[src/rtl/clf_pkg.sv]
// shared types and constants of the clamped lorentz factor block
package clf_pkg;

    localparam int OUT_FRAC_BITS_DEF = 16;
    localparam int QUEUE_DEPTH       = 4;
    localparam int ITER_STAGES       = 32;
    localparam int ACC_W             = 128;
    localparam int D_W               = 63;
    localparam logic [30:0] LIMIT_RESET = 31'd2147268900;

    typedef struct packed {
        logic signed [31:0] beta;
        logic               last_in;
    } t_in;

    typedef struct packed {
        logic [31:0] gamma;
        logic        clamped;
        logic        saturated;
        logic        last_out;
    } t_out;

    typedef struct packed {
        logic [D_W-1:0] d;
        logic           clamped;
        logic           saturated;
        logic           last;
    } t_work;

endpackage

[src/rtl/clf_front.sv]
// front part: clamp, square, form one minus beta squared and flag saturation
module clf_front #(
    parameter int OUT_FRAC_BITS = clf_pkg::OUT_FRAC_BITS_DEF
) (
    input  logic           i_clk,
    input  logic           i_rst_n,
    input  logic [30:0]    i_limit,
    input  logic           i_valid,
    output logic           o_stall,
    input  clf_pkg::t_in   i_in,
    output logic           o_valid,
    input  logic           i_ready,
    output clf_pkg::t_work o_work
);
    import clf_pkg::*;

    localparam logic [D_W-1:0] ONE_Q62 = D_W'(1) << 62;
    localparam logic [D_W-1:0] SAT_TH  = D_W'(1) << (2 * OUT_FRAC_BITS - 2);

    logic              front_en;
    logic              is_over;
    logic signed [31:0] n_b;
    logic [31:0]       mag;

    logic               r_v1, r_v2, r_v3;
    logic signed [31:0] r_b1;
    logic               r_c1, r_c2, r_c3;
    logic               r_l1, r_l2, r_l3;
    logic [63:0]        r_sq2;
    logic [D_W-1:0]     r_d3;
    logic               r_s3;

    assign front_en = !r_v3 || i_ready;
    assign o_stall  = !front_en;

    assign is_over = i_in.beta > $signed({1'b0, i_limit});
    assign n_b     = is_over ? $signed({1'b0, i_limit}) : i_in.beta;
    assign mag     = r_b1[31] ? 32'(-r_b1) : 32'(r_b1);

    always_ff @(posedge i_clk) begin
        if (!i_rst_n) begin
            r_v1 <= 1'b0;
            r_v2 <= 1'b0;
            r_v3 <= 1'b0;
        end else if (front_en) begin
            r_v1 <= i_valid;
            r_v2 <= r_v1;
            r_v3 <= r_v2;
        end
    end

    always_ff @(posedge i_clk) begin
        if (front_en) begin
            r_b1  <= n_b;
            r_c1  <= is_over;
            r_l1  <= i_in.last_in;
            r_sq2 <= mag * mag;
            r_c2  <= r_c1;
            r_l2  <= r_l1;
            // square is at most 2^62, so the difference never wraps
            r_d3  <= ONE_Q62 - {1'b0, r_sq2[61:0]} - {r_sq2[62], 62'd0};
            r_s3  <= (ONE_Q62 - D_W'(r_sq2)) <= SAT_TH;
            r_c3  <= r_c2;
            r_l3  <= r_l2;
        end
    end

    assign o_valid           = r_v3;
    assign o_work.d          = r_d3;
    assign o_work.clamped    = r_c3;
    assign o_work.saturated  = r_s3;
    assign o_work.last       = r_l3;

endmodule

[config.mk]
export PLATFORM = sky130hd
export DESIGN_NAME = clf_front
export DESIGN_NICKNAME = d
export VERILOG_FILES = /design/src/rtl/clf_pkg.sv /design/src/rtl/clf_front.sv
export SDC_FILE = /design/constraint.sdc
export NUM_CORES = 2
export LEC_CHECK = 0
export CORE_MARGIN = 1
export CORE_UTILIZATION = 48
export CTS_BUF_LIST = sky130_fd_sc_hd__clkbuf_8
export CTS_CLUSTER_SIZE = 25
export DETAILED_ROUTE_END_ITERATION = 12
export DONT_BUFFER_PORTS = 1
export PLACE_DENSITY_LB_ADDON = 0.25
export SYNTH_ARGS = -nofsm -noshare
export SYNTH_HDL_FRONTEND = slang
export SYNTH_SLANG_ARGS = --single-unit
[constraint.sdc]
create_clock -name i_clk -period 23 [get_ports i_clk]
set_clock_uncertainty 0.2 [all_clocks]
set_input_delay 4.6 -clock i_clk [delete_from_list [all_inputs] [get_ports i_clk]]
set_output_delay 4.6 -clock i_clk [all_outputs]
set_load 0.02 [all_outputs]
# == Word-level counts from Yosys, hierarchy flattened ==
# Cells that the tools add are included.
# op_classes
addsub,4
n_mul,1
order_cmp,2
mux,2
reduce_logical,3
# op_table
op,count
"63-bit by 31-bit <= comparator with 1-bit output, second input constant",1
32-bit by 32-bit multiplier with 63-bit output,1
"63-bit by 62-bit subtractor with 63-bit output, first input constant",1
63-bit subtractor,1
"63-bit subtractor, first input constant",1
32-bit > comparator,1
32-bit 2-to-1 mux,1
32-bit negator,1
31-bit 2-to-1 mux,1
1-bit logical NOT,2
1-bit logical OR,1
# word_totals
regBits,168
inputBits,68
out_inout_bits,68
word_cells,26

# == Logic depth before layout (Yosys ltp) ==
# logic_depth
depth_word,3
ltp_mapped,40

# == Least setup slack after synthesis ==
# Ideal clock, no wire load.
# synth_path
kind,in2out
from,in i_ready
to,out o_stall
arrival_ps,9579
setup_slack_ps,8621
stages,2
cell_sequence,nand2b_1 inv_1
# synth_via
elab_chain_len,2
# synth_lines
element,line,text
from (decl),clf_front.sv:12,"input logic i_ready,"
1-bit logical OR,clf_front.sv:33,assign front_en = !r_v3 || i_ready;
1-bit logical NOT,clf_front.sv:34,assign o_stall = !front_en;
to (decl),clf_front.sv:9,"output logic o_stall,"
# Every way passes these cells.

# == Final worst setup path ==
# layout_path
from,reg r_b1[2]
to,reg r_sq2[62] (data pin)
# layout_via
elab_chain_len,3
# layout_lines
element,line,text
from (decl),clf_front.sv:26,logic signed [31:0] r_b1;
from (signal assigned),clf_front.sv:54,r_b1 <= n_b;
32-bit negator,clf_front.sv:38,assign mag = r_b1[31] ? 32'(-r_b1) : 32'(r_b1);
32-bit 2-to-1 mux *,clf_front.sv:38,
32-bit by 32-bit multiplier with 63-bit output *,clf_front.sv:57,r_sq2 <= mag * mag;
to (signal assigned),clf_front.sv:57,
to (decl),clf_front.sv:29,logic [63:0] r_sq2;
# Mark *: on every way between the ends. The rest lies on a longest branch, timed or not.
# A chain may end at the register's enable or synchronous reset.

==> impl_metrics.yaml <==
run_status:
  status: "complete, no violations"
floorplan:
  placeableCoreArea_um2: 83690
  ioPinCount: 136
  die_height_um: 292.9
  dieArea_um2: 85780
  start_util_pct: 48.53
  die_w_um: 292.9
  rows: 106
global_route:
  grt_usage_pct: 26.54
  grt_pass1_vias: 31090
  overflow: 0
  grt_max_degree: 74
  antenna_found_initial: 5
  grt_pass1_wl_um: 173600
routing:
  drt-total-wl_um: 108900
  wl_per_cell_um: 19.93
  avgViaCountPerCell: 5.340
  drtIter0Drc: 1990
  drtAntennaViolNets: 0
  drcViolationCount: 0
  drtPass1Iterations: 9
  via_count: 29190
timing:
  fmax_ghz: 0.08502
  min_period_ns: 11.76
  rsz0062_at_grt: "false"
  tightest_slew_ns: 1.232
  holdWs_ns: 0.2402
  slew_headroom_pct: 17.84
  period_share_pct: 51.14
  slew_violations: 0
  hold_violations: 0
  finalSetupViolations: 0
  fin_setup_tns_ns: 0
worst_setup_path:
  crit_slowest_cell: "o41ai_1"
  end_kind: "flip-flop"
  worstPathRequired_ns: 23.12
  path_max_fanout: 21
  max_stage_delay_ns: 0.90
  crit_arrival_ns: 11.88
  critPathKind: "flip-flop to flip-flop"
  rr_worst_depth: 30
  start_kind: "flip-flop"
  path_common_cell: "fa_1"
logic_synthesis:
  yosys_warnings: 0
  async_flop_share_pct: 0
  synth_cells: 4338
  synth_edf_count: 163
  synth_cell_types: 72
  syn_avg_cell_area_um2: 9.363
  ys_ff_latch: 166
  seq_area_frac_synth_pct: 12.20
  synth_flop_cell: "edfxtp_1"
  synth.cell_area_um2: 40620
placement:
  postPlaceCellArea_um2: 42140
  hpwl_um: 88780
  gp_congestion: 0.9779
  portBuffers: 0
clock_network:
  clk_pin_slew_worst_paths_ns: 0.11
  cts_tree: "done"
  cts_setup_buffers: 0
  worstSkewPairLatency_ns: 0.56
  clockBufferDepth: 2
  cts_buffers: 17
  hold_buffers: 0
  cts-resized-gates: 0
  htreeDepth: 4
  cts_sinks: 166
  cts_root_buffer: "clkbuf_8"
cells_and_area:
  design_area_um2: 42590
  drive_gt1_share_pct: 3.468
  layout_common_cells: "inv_1 (1119), fa_1 (798), ha_1 (429), nor2_1 (364), nand2_1 (346)"
  mostFrequentLayoutCell: "inv_1"
  syn2layout_area_growth_pct: 4.861
  final_nets: 5607
hold_path:
  whs_path_depth: 0
  hold_path_class: "flip-flop to flip-flop"
flow_run:
  maxCapViolCount: 0
metrics by stage:
stage | std cells | setup WS [ns] | utilization, %
after global routing | 5464 | 10.60 | 50.89
after floorplan | 4360 | 8.621 | -
after global placement | 5427 | 11.42 | 50.35
after CTS | 5459 | 11.22 | 50.87
after detailed placement | 5427 | 11.24 | 50.35
final | 5465 | 11.24 | 50.89
final timing paths:
| path | endpoint | startpoint | slack [ns] |
|---|---|---|---|
| worst max-delay path | r_sq2[62] | r_b1[2] | 11.24 |
| worst max register to register | r_sq2[62] | r_b1[2] | 11.24 |
| worst min-delay path | r_c2 | r_c1 | 0.24 |
| worst min register to register | r_c2 | r_c1 | 0.24 |
cell usage after synthesis, types with 7 or more instances:
master	count	area share, %
or3_1	13	0.20
a21oi_1	149	1.8
nor2b_1	22	0.34
nand2_1	346	3.2
nor3_1	46	0.57
o21bai_1	26	0.48
a211oi_1	13	0.24
a21boi_0	11	0.20
o21ai_0	87	1.1
edfxtp_1	163	12
clkinv_1	7	0.065
nor4_1	22	0.34
xnor2_1	139	3.0
a31oi_1	18	0.28
nand3_1	45	0.55
or4_1	12	0.22
ha_1	429	13
o211ai_1	14	0.26
fa_1	798	39
a21o_1	51	0.94
and2_1	11	0.17
buf_1	7	0.065
o21a_1	11	0.20
o31a_1	8	0.17
nand4_1	29	0.45
and3_1	17	0.26
nor2_1	364	3.4
buf_2	10	0.12
xor2_1	62	1.3
o31ai_1	23	0.43
nand2b_1	25	0.39
inv_1	1119	10
o41ai_1	11	0.24
clkbuf_1	94	0.87
mux2_2	33	0.91
kinds of logic after synthesis:
group	share of synthesized area [%]
buffers and inverters	11.60
adder cells (fa/ha/maj)	52.57
AND/OR/NAND/NOR	10.70
AO/OA/AOI/OAI	7.501
XOR/XNOR	4.415
flip-flops	12.20
multiplexers	0.9889
other	0.01849
registers in the layout, indices dropped and copies added (netlist names):
signal	flops
r_c2	1
r_v2	1
r_v1	1
r_sq2	62
r_c3	1
r_l1	1
r_b1	32
r_d3	62
r_l3	1
r_s3	1
r_l2	1
o_valid	1
r_c1	1
worst max-delay path: cells and delay by family, from the launching register on:
| kind | cells | cell delay, ns |
|---|---|---|
| compound gates | 8 | 3.11 |
| flops | 1 | 0.46 |
| simple gates | 7 | 2.22 |
| xor+xnor | 2 | 0.84 |
| buf+inv | 4 | 0.22 |
| fa+ha+maj | 9 | 4.48 |
layer usage:
layer	vias to the layer above	GRT usage [%]	wire length, µm
met3	215	6.434	10360
met1	14440	35.81	46380
met2	1201	41.88	48350
li1	13330	-	-
met4	4	8.888	3800
met5	-	0	29
cell type report:
class,count,area (µm²)
Fill cell,7848,41100
Multi-Input combinational cell,2947,31150
Sequential cell,166,4955
Inverter,1131,4245
Tap cell,1134,1419
Timing Repair Buffer,49,367.9
Clock buffer,17,234.0
Clock inverter,15,202.7
Antenna cell,6,15.01
Power is left out: the tool's default activity adds up to more than one toggle a clock period on the data nets, which glitch-free logic cannot reach.
