--- config.mk ---
export PLATFORM = sky130hd
export DESIGN_NAME = clf_queue
export DESIGN_NICKNAME = d
export VERILOG_FILES = /design/src/rtl/clf_pkg.sv /design/src/rtl/clf_queue.sv
export SDC_FILE = /design/constraint.sdc
export NUM_CORES = 1
export LEC_CHECK = 0
export ABC_AREA = 1
export BUFFER_PORTS_ARGS = -buffer_cell sky130_fd_sc_hd__buf_2
export CORE_ASPECT_RATIO = 1.5
export CORE_MARGIN = 4
export CORE_UTILIZATION = 60
export CTS_CLUSTER_DIAMETER = 80
export DETAILED_ROUTE_END_ITERATION = 10
export GPL_TIMING_DRIVEN = 1
export HOLD_SLACK_MARGIN = 0.03
export PLACE_DENSITY = 0.78
export SYNTH_ARGS = -nofsm -noshare
export SYNTH_HDL_FRONTEND = slang
export SYNTH_SLANG_ARGS = --single-unit
--- constraint.sdc ---
create_clock -name i_clk -period 8 [get_ports i_clk]
set_input_delay 0.8 -clock i_clk [delete_from_list [all_inputs] [get_ports i_clk]]
set_output_delay 0.8 -clock i_clk [all_outputs]
set_load 0.1 [all_outputs]
--- src/rtl/clf_pkg.sv ---
// shared types and constants of the clamped lorentz factor block
package clf_pkg;

    localparam int OUT_FRAC_BITS_DEF = 16;
    localparam int QUEUE_DEPTH       = 4;
    localparam int ITER_STAGES       = 32;
    localparam int ACC_W             = 128;
    localparam int D_W               = 63;
    localparam logic [30:0] LIMIT_RESET = 31'd2147268900;

    typedef struct packed {
        logic signed [31:0] beta;
        logic               last_in;
    } t_in;

    typedef struct packed {
        logic [31:0] gamma;
        logic        clamped;
        logic        saturated;
        logic        last_out;
    } t_out;

    typedef struct packed {
        logic [D_W-1:0] d;
        logic           clamped;
        logic           saturated;
        logic           last;
    } t_work;

endpackage

--- src/rtl/clf_queue.sv ---
// short queue between the front and back parts
module clf_queue (
    input  logic           i_clk,
    input  logic           i_rst_n,
    input  logic           i_push,
    input  clf_pkg::t_work i_data,
    output logic           o_ready,
    input  logic           i_pop,
    output logic           o_valid,
    output clf_pkg::t_work o_data
);
    import clf_pkg::*;

    localparam int PW = $clog2(QUEUE_DEPTH);

    t_work           r_mem [0:QUEUE_DEPTH-1];
    logic [PW-1:0]   r_wp, r_rp;
    logic [PW:0]     r_cnt;
    logic            do_push, do_pop;

    assign o_ready = r_cnt != (PW+1)'(QUEUE_DEPTH);
    assign o_valid = r_cnt != '0;
    assign do_push = i_push && o_ready;
    assign do_pop  = i_pop && o_valid;
    assign o_data  = r_mem[r_rp];

    always_ff @(posedge i_clk) begin
        if (!i_rst_n) begin
            r_wp  <= '0;
            r_rp  <= '0;
            r_cnt <= '0;
        end else begin
            if (do_push) r_wp <= PW'(r_wp + 1'b1);
            if (do_pop)  r_rp <= PW'(r_rp + 1'b1);
            if (do_push && !do_pop)      r_cnt <= r_cnt + 1'b1;
            else if (do_pop && !do_push) r_cnt <= r_cnt - 1'b1;
        end
    end

    always_ff @(posedge i_clk) begin
        if (do_push) r_mem[r_wp] <= i_data;
    end

endmodule

Yosys cells after proc, flatten, opt, wreduce, memory -nomap -nowiden
Memories as Yosys holds them, arrays and structs flattened. A register that Yosys moved wholly into a read port is not among the register bits.
Index checks and enable logic that the tools add are counted.
W data, S select, Z words.
{"block": "classes", "addsub": 4, "n_eq_ne": 1, "muxes": 6, "n_reduce_logical": 8}
{"op": "$mux W3", "n": 2}
{"op": "$add A2 B1 Y2 const B", "n": 2}
{"op": "$logic_and A1 B1 Y1", "n": 4}
{"op": "$mux W2", "n": 2}
{"op": "$add A3 B1 Y3 const B", "n": 1}
{"op": "$ne A3 B3 Y1 const B", "n": 1}
{"op": "$reduce_bool A3 Y1", "n": 1}
{"op": "$sub A3 B1 Y3 const B", "n": 1}
{"op": "$logic_not A1 Y1", "n": 2}
{"op": "$mux W1", "n": 2}
{"op": "$reduce_bool A2 Y1", "n": 1}
{"block": "totals", "reg_bits": 7, "ram_bits": 264, "inputBits": 70, "wordCells": 23, "n_memories": 1}
{"memory": "r_mem", "words": 4, "word_bits": 66, "read_ports": 1, "rd_clocked_by_memory_dff": 1, "write_ports": 1, "line": "clf_queue.sv:16", "rtl": "t_work r_mem [0:QUEUE_DEPTH-1];"}

Logic depth before layout (Yosys ltp)
Gate-level depths: netlist of the first run.
{"block": "logic_depth", "ltp_word": 6, "mapped_depth": 13}

Worst setup path before layout of the first run
OpenSTA, ideal clock, no wires.
{"block": "synth_timing", "path_kind": "register to register", "start": "reg r_cnt[0]", "end": "mem r_mem[0][0] in the netlist's numbering (enable)", "setup_time_ns": 0.491, "arrival_ns": 4.216, "t_required_ns": 7.509, "setup_slack_ns": 3.293, "path_stages_with_launch": 5, "path_cell_list": "dfxtp_1 > nor2_1 > nand2_1 > nand2_1 > nor2_1"}
{"block": "synth_via", "elab_chain_len": 4}
{"item": "start, declared", "line": "clf_queue.sv:18", "rtl": "logic [PW:0] r_cnt;"}
{"item": "start signal, assigned", "line": "clf_queue.sv:35", "rtl": "if (do_push && !do_pop) r_cnt <= r_cnt + 1'b1;"}
{"item": "start signal, assigned", "line": "clf_queue.sv:36", "rtl": "else if (do_pop && !do_push) r_cnt <= r_cnt - 1'b1;"}
{"item": "$ne A3 B3 Y1", "line": "clf_queue.sv:21", "rtl": "assign o_ready = r_cnt != (PW+1)'(QUEUE_DEPTH);"}
{"item": "named net o_ready", "line": "clf_queue.sv:7", "rtl": "output logic o_ready,"}
{"item": "$logic_and A1 B1 Y1", "line": "clf_queue.sv:23", "rtl": "assign do_push = i_push && o_ready;"}
{"item": "$mux W1", "line": "clf_queue.sv:41", "rtl": "if (do_push) r_mem[r_wp] <= i_data;"}
{"item": "$mux W1 (not written as such)", "line": "clf_queue.sv:41"}
{"item": "end, declared", "line": "clf_queue.sv:16"}
The timed path passes the listed nets, and every way through them passes these cells.

==> flow_summary.ini, run 1 <==
[die]
start_util_pct = 60.9
die_h_um = 173
core_area_mm2 = 0.0179
rows = 60
die_w_um = 118
ios = 138
die_area_mm2 = 0.0204

[global_routing]
grt_use_total_pct = 21.2
grt_pass1_vias = 6648
antenna_found_initial = 2
grt_pass1_wl_um = 34300
grt_overflow_total = 0
grt_max_degree = 75

[yosys]
synth_enable_flop_cells = 264
ys_top_cells_by_area = edfxtp_1 73%, o21ai_0 5.5%, o22ai_2 4.6%, nor2_4 4.1%, nor2_1 3.3%
synthArstFlopShare_pct = 0
synth.top_cell.area_share_pct = 72.9
synth_largest_area_cell = edfxtp_1
synthTopCellsByCount = 264 x edfxtp_1, 119 x o21ai_0, 95 x nor2_1
synth.distinct_cells = 25
synth_fp_nets = 782
synth_ff_type = edfxtp_1
ys_seq_elements = 273
synthCells = 706
synth_warnings = 0
synth_most_common_cell = edfxtp_1
syn_area_per_cell_um2 = 15.4
syn-cell-area_mm2 = 0.0109
seq_area_frac_synth_pct = 74.6

[detailed_routing]
vias = 6284
drt-pass1-iter-count = 5
wl_per_cell_um = 20.5
drc = 0
ant_nets = 0
drt_iter0_drc = 424
routed_via_density = 5.88
routed_wl_um = 21900

[clocking]
cts_tree = built
clk_latency_ns = 0.50
post_cts_resized = 0
cts_buffers = 24
holdBufCountCts = 0
cts_buffer_depth = 3
clkTransAtPathRegs_ns = 0.06
htree_num_levels = 1
cts.sinks = 273
root_buffer = clkbuf_16
cts_setup_buffers = 0

[critical_path]
r2r_end = r_mem[3][51]$_DFFE_PP_
critPathCaptureType = output pin
worstSetupStartpointType = flop
reg2reg_setup_slack_ns = 5.23
r2r_cells = 5
crit_type = flop to output pin
cp_max_fo = 73
worst_ep_arrival_time_ns = 3.63
r2r_start = r_cnt[0]$_SDFFE_PN0P_
cp.required_ns = 7.20

[sta]
fmax_mhz = 226
slew_headroom_pct = 17.6
min_period_over_period_pct = 55.4
maxSlewViolCount = 0
rsz0062_at_grt = false
finalClockSkew_ns = 0.0119
final_hold_viol_count = 0
hold_ws_ns = 0.508
fin_setup_tns_ns = 0
tightestPinTransition_ns = 1.23
setup-violations-final = 0
period_minus_slack_ns = 4.43

[layout]
seq_area_mm2 = 0.00811
area_growth_pct = 14.2
drive_gt1_share_pct = 33.0
final_nets = 910
fillers = 1196
multi_input_area_mm2 = 0.00244

[power_and_ir_drop]
powerDensity_mw_per_mm2 = 410
peakVddDrop_v = 0.000433
p_leak_nw = 4.26

[place]
io_buffer_count = 137
hpwl_um = 12700
gp_congestion = 0.765

[hold_path]
min-delay-start = i_data[64]
hold_path_depth = 1
hp-class = input pin to flop
hold_path_end = r_mem[3][64]$_DFFE_PP_

[flow_run]
cap_viol_max_count = 0

[run_status]
status = finished clean
[worst max-delay path, cell delays in order, from the launching register on]
cell,delay (ns)
dfxtp_4,0.53
inv_6,0.63
buf_4,0.89
o21ai_0,0.24
o22ai_2,0.21
buf_2,0.46
[where the power goes]
group          switching [mW]  internal (mW)  leakage [nW]
clock network           0.464          0.664         0.382
logic                    1.82          0.337          1.38
registers              0.0719           1.74          2.49
total                    2.36           2.74          4.26
[worst max path at each step]
stage                          start                    end  slack, ns  cells after the start
2_1_floorplan  r_cnt[0]$_SDFFE_PN0P_  r_mem[0][0]$_DFFE_PP_       3.29                      4
3_3_place_gp                    flop             o_data[31]       4.21                      5
3_5_place_dp                    flop             o_data[31]       4.10                      5
4_1_cts                         flop             o_data[31]       3.56                      5
5_1_grt                         flop             o_data[32]       3.42                      5
6_report                        flop             o_data[31]       3.57                      5
[cells in the final DEF, fill, tap and decap left out, types with 6 or more instances in the layout]
cell	instances
nor2_1	91
buf_4	7
o22ai_1	26
nand2_1	15
clkbuf_16	25
inv_1	14
edfxtp_1	264
nor2_4	44
o22ai_2	40
clkbuf_1	6
dfxtp_1	7
nor2_2	11
buf_2	137
o21ai_0	119
o21ai_1	10
[metrics by stage]
| stage | cells | utilization [%] | area [um^2] | power [mW] | setup WS (ns) |
|---|---|---|---|---|---|
| floorplan | 706 | - | 10900 | 3.69 | 3.29 |
| finish | 1069 | 69.5 | 12400 | 5.10 | 3.57 |
| global placement | 1025 | 65.1 | 11600 | 3.97 | 4.21 |
| detailed placement | 1025 | 65.1 | 11600 | 4.02 | 4.10 |
| global route | 1069 | 69.5 | 12400 | 5.29 | 3.42 |
| CTS | 1068 | 69.5 | 12400 | 5.14 | 3.56 |
[state kept, by name, indices dropped and copies added (netlist names), named ones only]
signal	count
r_rp	2
r_cnt	3
r_mem	264
r_wp	2
[final cells by class]
| type | count | share of cell area (%) |
|---|---|---|
| flip-flops and latches | 273 | 65.3 |
| multi-input cells | 375 | 19.6 |
| repair buffers | 144 | 5.95 |
| clock buffers | 34 | 5.55 |
| well taps | 217 | 2.19 |
| clock inverters | 9 | 0.786 |
| inverters | 16 | 0.524 |
| diodes | 1 | 0.0202 |
[logic make-up (layout without fill, tap and decap cells)]
kind of cell / Yosys count / count (layout) / synth area share (%)
xor+xnor: 1 / 1 / 0.0806
flops: 273 / 273 / 74.6
compound gates: 202 / 202 / 12.5
buf+inv: 58 / 203 / 3.28
simple gates: 166 / 166 / 8.83
other cells: 0 / 1 / 0
fa+ha+maj: 6 / 6 / 0.759
[metal layers]
metal  vias up  GRT usage, %  wire [um]
met4         2          6.36        489
met2       197          39.8      12100
met1      3144          24.6       8080
met3        44          3.66       1220
li1       2897             -          -
met5         -             0         13
(Power assumes the default switching activity.)
==> inputs of run 2 (changes only) <==
--- a/config.mk
+++ b/config.mk
@@ -9,12 +9,12 @@
 export BUFFER_PORTS_ARGS = -buffer_cell sky130_fd_sc_hd__buf_2
 export CORE_ASPECT_RATIO = 1.5
 export CORE_MARGIN = 4
-export CORE_UTILIZATION = 60
+export CORE_UTILIZATION = 58
 export CTS_CLUSTER_DIAMETER = 80
 export DETAILED_ROUTE_END_ITERATION = 10
 export GPL_TIMING_DRIVEN = 1
 export HOLD_SLACK_MARGIN = 0.03
-export PLACE_DENSITY = 0.78
+export PLACE_DENSITY = 0.76
 export SYNTH_ARGS = -nofsm -noshare
 export SYNTH_HDL_FRONTEND = slang
 export SYNTH_SLANG_ARGS = --single-unit
==> constraint.sdc (replaced) <==
create_clock -name i_clk -period 4.2 [get_ports i_clk]
set_input_delay 0.42 -clock i_clk [delete_from_list [all_inputs] [get_ports i_clk]]
set_output_delay 0.42 -clock i_clk [all_outputs]
set_load 0.1 [all_outputs]
==> flow_summary.ini, run 2 (synthesis results as in run 1) <==
[run_status]
status = finished clean

[critical_path]
crit_slowest_cell = inv_6
critPathMaxStageDelay_ns = 0.67
critPathCaptureType = output pin
critical_path.cell_chain = inv_6 -> buf_4 -> o21ai_0 -> o22ai_2 -> buf_2
worstSetupStartpointType = flop
cp_top_family = buffers and inverters
cp_max_fo = 83
crit_buf_inv = 3
crit_type = flop to output pin
worst_ep_arrival_time_ns = 3.03
cp.required_ns = 3.78

[clocking]
cts_buffer_depth = 3
cts_setup_buffers = 0
clkTransAtPathRegs_ns = 0.06
cts_buffers = 24
holdBufCountCts = 0
root_buffer = clkbuf_16
htree_num_levels = 1
post_cts_resized = 0
cts_tree = built
clk_latency_ns = 0.51
cts.sinks = 273

[layout]
final_nets = 913
area_growth_pct = 14.2
largestRegisters = r_mem: 264 flops, r_cnt: 3 flops
fin_util_pct = 67.2
final_cells = 1111
largest_reg_flops = 264
top_register = r_mem
final_common_cell = edfxtp_1
final_cell_mix = 264 x edfxtp_1, 137 x buf_2, 119 x o21ai_0, 91 x nor2_1, 44 x nor2_4
drive_gt1_share_pct = 32.7

[die]
core_area_mm2 = 0.0185
start_util_pct = 58.9
ios = 138
die_h_um = 176
rows = 61
die_w_um = 120
die_area_mm2 = 0.0210

[power_and_ir_drop]
peakVddDrop_v = 0.000636
p_leak_nw = 4.23
p_total_mw = 9.56
powerDensity_mw_per_mm2 = 770

[sta]
rsz0062_at_grt = false
min_period_over_period_pct = 82.2
fin_setup_tns_ns = 0
fmax_mhz = 290
setup-violations-final = 0
maxSlewViolCount = 0
final_hold_viol_count = 0
period_minus_slack_ns = 3.45
hold_ws_ns = 0.119
tightestPinTransition_ns = 1.01
slew_headroom_pct = 32.8
finalClockSkew_ns = 0.00539

[detailed_routing]
routed_wl_um = 21800
drt_iter0_drc = 383
drc = 0
drt-pass1-iter-count = 5
vias = 6316
ant_nets = 0
wl_per_cell_um = 19.6
routed_via_density = 5.68

[global_routing]
grt_pass1_wl_um = 34300
antenna_found_initial = 6
grt_max_degree = 84
grt_overflow_total = 0
grt_pass1_vias = 6706
grt_use_total_pct = 20.8

[place]
hpwl_um = 12500
io_buffer_count = 137
dp.cells = 1063
gp_congestion = 0.778

[flow_run]
cap_viol_max_count = 0

[hold_path]
hp-class = input pin to flop
[run 2: worst register-to-register path: cells and delay by family (launching register included)]
family | cells | cell delay (ns)
AOI/OAI and AO/OA | 1 | 0.23
adders and majority gates | 2 | 0.68
buffers and inverters | 2 | 0.24
DFF | 1 | 0.35
and+or+nand+nor | 4 | 0.67
[run 2: path summary, 6_finish.rpt]
| check | from | end | slack [ns] | cells after the start |
|---|---|---|---|---|
| min | i_data[10] | r_mem[2][10]$_DFFE_PP_ | 0.12 | 1 |
| max | flop | o_data[53] | 0.75 | 5 |
| max reg2reg | r_cnt[0]$_SDFFE_PN0P_ | r_cnt[1]$_SDFFE_PN0P_ | 1.90 | 9 |
| min reg2reg | r_rp[0]$_SDFFE_PN0P_ | flop | 0.52 | 2 |
[run 2: per-stage QoR]
step / setup WS [ns] / instance area, um^2
final: 0.746 / 12400
after global routing: 0.569 / 12400
after detailed placement: 1.29 / 11700
after floorplan: -0.507 / 10900
after CTS: 0.722 / 12400
after global placement: 1.37 / 11700
[run 2: routing by layer]
layer	GRT usage [%]	vias to the layer above	wire length, um
met2	36.4	204	11500
met4	8.74	4	661
met1	24.6	3154	8200
met3	4.74	52	1400
met5	0	-	26
li1	-	2902	-
[run 2: where the power goes]
part | total [mW] | switching [mW] | internal (mW)
clock | 1.98 | 0.880 | 1.10
sequential | 3.47 | 0.156 | 3.32
combinational | 4.11 | 3.45 | 0.656
total | 9.56 | 4.49 | 5.07
[run 2: layout make-up]
class,count,area (um^2)
multi-input cells,375,2440
clock inverters,7,33.8
clock buffers,36,667
fillers,1323,6050
inverters,16,65.1
diodes,5,12.5
flip-flops and latches,273,8110
well taps,252,315
repair buffers,147,773
==> inputs of run 3 (changes only) <==
--- a/config.mk
+++ b/config.mk
@@ -9,12 +9,12 @@
 export BUFFER_PORTS_ARGS = -buffer_cell sky130_fd_sc_hd__buf_2
 export CORE_ASPECT_RATIO = 1.5
 export CORE_MARGIN = 4
-export CORE_UTILIZATION = 58
+export CORE_UTILIZATION = 52
 export CTS_CLUSTER_DIAMETER = 80
 export DETAILED_ROUTE_END_ITERATION = 10
 export GPL_TIMING_DRIVEN = 1
 export HOLD_SLACK_MARGIN = 0.03
-export PLACE_DENSITY = 0.76
+export PLACE_DENSITY = 0.72
 export SYNTH_ARGS = -nofsm -noshare
 export SYNTH_HDL_FRONTEND = slang
 export SYNTH_SLANG_ARGS = --single-unit
==> constraint.sdc (replaced) <==
create_clock -name i_clk -period 2.9 [get_ports i_clk]
set_input_delay 0.29 -clock i_clk [delete_from_list [all_inputs] [get_ports i_clk]]
set_output_delay 0.29 -clock i_clk [all_outputs]
set_load 0.1 [all_outputs]
==> flow_summary.ini, run 3 (synthesis results as in run 1) <==
[run_status]
status = finished clean

[layout]
largest_reg_flops = 264
seq_area_mm2 = 0.00811
area_growth_pct = 31.6
largestRegisters = r_mem: 264 flops, r_cnt: 3 flops
final_cell_mix = 264 x edfxtp_1, 119 x o21ai_0, 91 x nor2_1, 71 x buf_2, 70 x buf_12
multi_input_area_mm2 = 0.00244
final_nets = 986
final_common_cell = edfxtp_1
fillers = 1335
drive_gt1_share_pct = 32.0
top_register = r_mem

[clocking]
post_cts_resized = 0
htree_num_levels = 1
cts_tree = built
clkTransAtPathRegs_ns = 0.07
cts_buffers = 24
root_buffer = clkbuf_16
cts_buffer_depth = 3
cts.sinks = 273
clk_latency_ns = 0.50

[sta]
tightestPinTransition_ns = 0.720
hold_ws_ns = 0.0649
period_minus_slack_ns = 2.61
setup-violations-final = 0
maxSlewViolCount = 0
finalClockSkew_ns = 0.00923
min_period_over_period_pct = 90.1
final_hold_viol_count = 0
rsz0062_at_grt = false
fmax_mhz = 383
fin_setup_tns_ns = 0
slew_headroom_pct = 52.0

[die]
rows = 64
core_area_mm2 = 0.0205
die_h_um = 185
ios = 138
die_area_mm2 = 0.0233
die_w_um = 126
start_util_pct = 53.0

[detailed_routing]
routed_via_density = 5.47
drt-pass1-iter-count = 7
drc = 0
routed_wl_um = 23100
drt_iter0_drc = 459
vias = 6524
wl_per_cell_um = 19.3
ant_nets = 0

[hold_path]
hp-class = input pin to flop

[power_and_ir_drop]
peakVddDrop_v = 0.000849
p_leak_nw = 5.00
powerDensity_mw_per_mm2 = 1130

[critical_path]
worstSetupStartpointType = flop
cp_top_family = buffers and inverters
worst_ep_arrival_time_ns = 2.32
critPathCaptureType = output pin
crit_buf_inv = 2
critical_path.cell_chain = buf_4 -> o21ai_0 -> o22ai_2 -> buf_12
critPathMaxStageDelay_ns = 0.58
crit_type = flop to output pin
cp_max_fo = 66
crit_slowest_cell = buf_4
cp.required_ns = 2.61

[global_routing]
grt_pass1_wl_um = 35900
grt_overflow_total = 0
grt_use_total_pct = 19.5
grt_pass1_vias = 6759
antenna_found_initial = 1
grt_max_degree = 133

[place]
hpwl_um = 12700
gp_congestion = 0.761
io_buffer_count = 137

[flow_run]
cap_viol_max_count = 0
run 3: cell count changes in the layout (fill, tap and decap cells not counted), sizes merged:
cell and delta:
diode -4, bufinv +4, buf +7, dlygate4sd3 +66, clkinvlp +1, clkbuf -4
run 3: final timing paths:
check,from,end,slack (ns),cells past startpoint
setup / recovery,flop,o_data[31],0.29,4
hold / removal,i_rst_n,r_wp[0]$_SDFFE_PN0P_,0.06,3
setup reg to reg,r_cnt[1]$_SDFFE_PN0P_,r_cnt[1]$_SDFFE_PN0P_,0.77,9
hold reg to reg,r_rp[1]$_SDFFE_PN0P_,flop,0.51,2
run 3: timing repair:
action	in CTS	in global routing
hold buffers	66	0
setup buffers	0	0
endpoints found under the hold margin	264	0
run 3: tightest hold or removal path: stages:
cell and delay, ns:
buf_2 0.14, nand2_1 0.07, nor2_1 0.04
run 3: metrics by stage:
stage               util [%]  instance area [um^2]  total power [mW]  setup slack (ns)  std cells
finish                  69.8                 14300              16.1             0.288       1193
global route            69.8                 14300              16.7             0.198       1193
CTS                     69.8                 14300              16.2             0.351       1192
detailed placement      62.5                 12800              12.8             0.765       1082
global placement        62.5                 12800              12.7             0.843       1082
floorplan                  -                 10900              10.2             0.166        706
run 3: area by class of cell:
cell class,instances,area share [%]
sequential,273,56.7
timing repair buffer,220,17.6
multi-input combinational,375,17.1
clock buffer,32,4.76
tap,264,2.31
clock inverter,12,1.15
inverter,16,0.455
antenna,1,0.0175
run 3: power breakdown:
part	switching [mW]	total, mW	internal, mW
Clock	1.32	3.33	2.01
Sequential	0.126	4.92	4.80
Combinational	5.43	7.87	2.44
Total	6.88	16.1	9.25
run 3: layer usage:
layer | routed length (um) | track usage, %
met2 | 13000 | 37.6
met4 | 445 | 4.89
met5 | 0 | 0
met1 | 8530 | 22.5
met3 | 1140 | 2.91
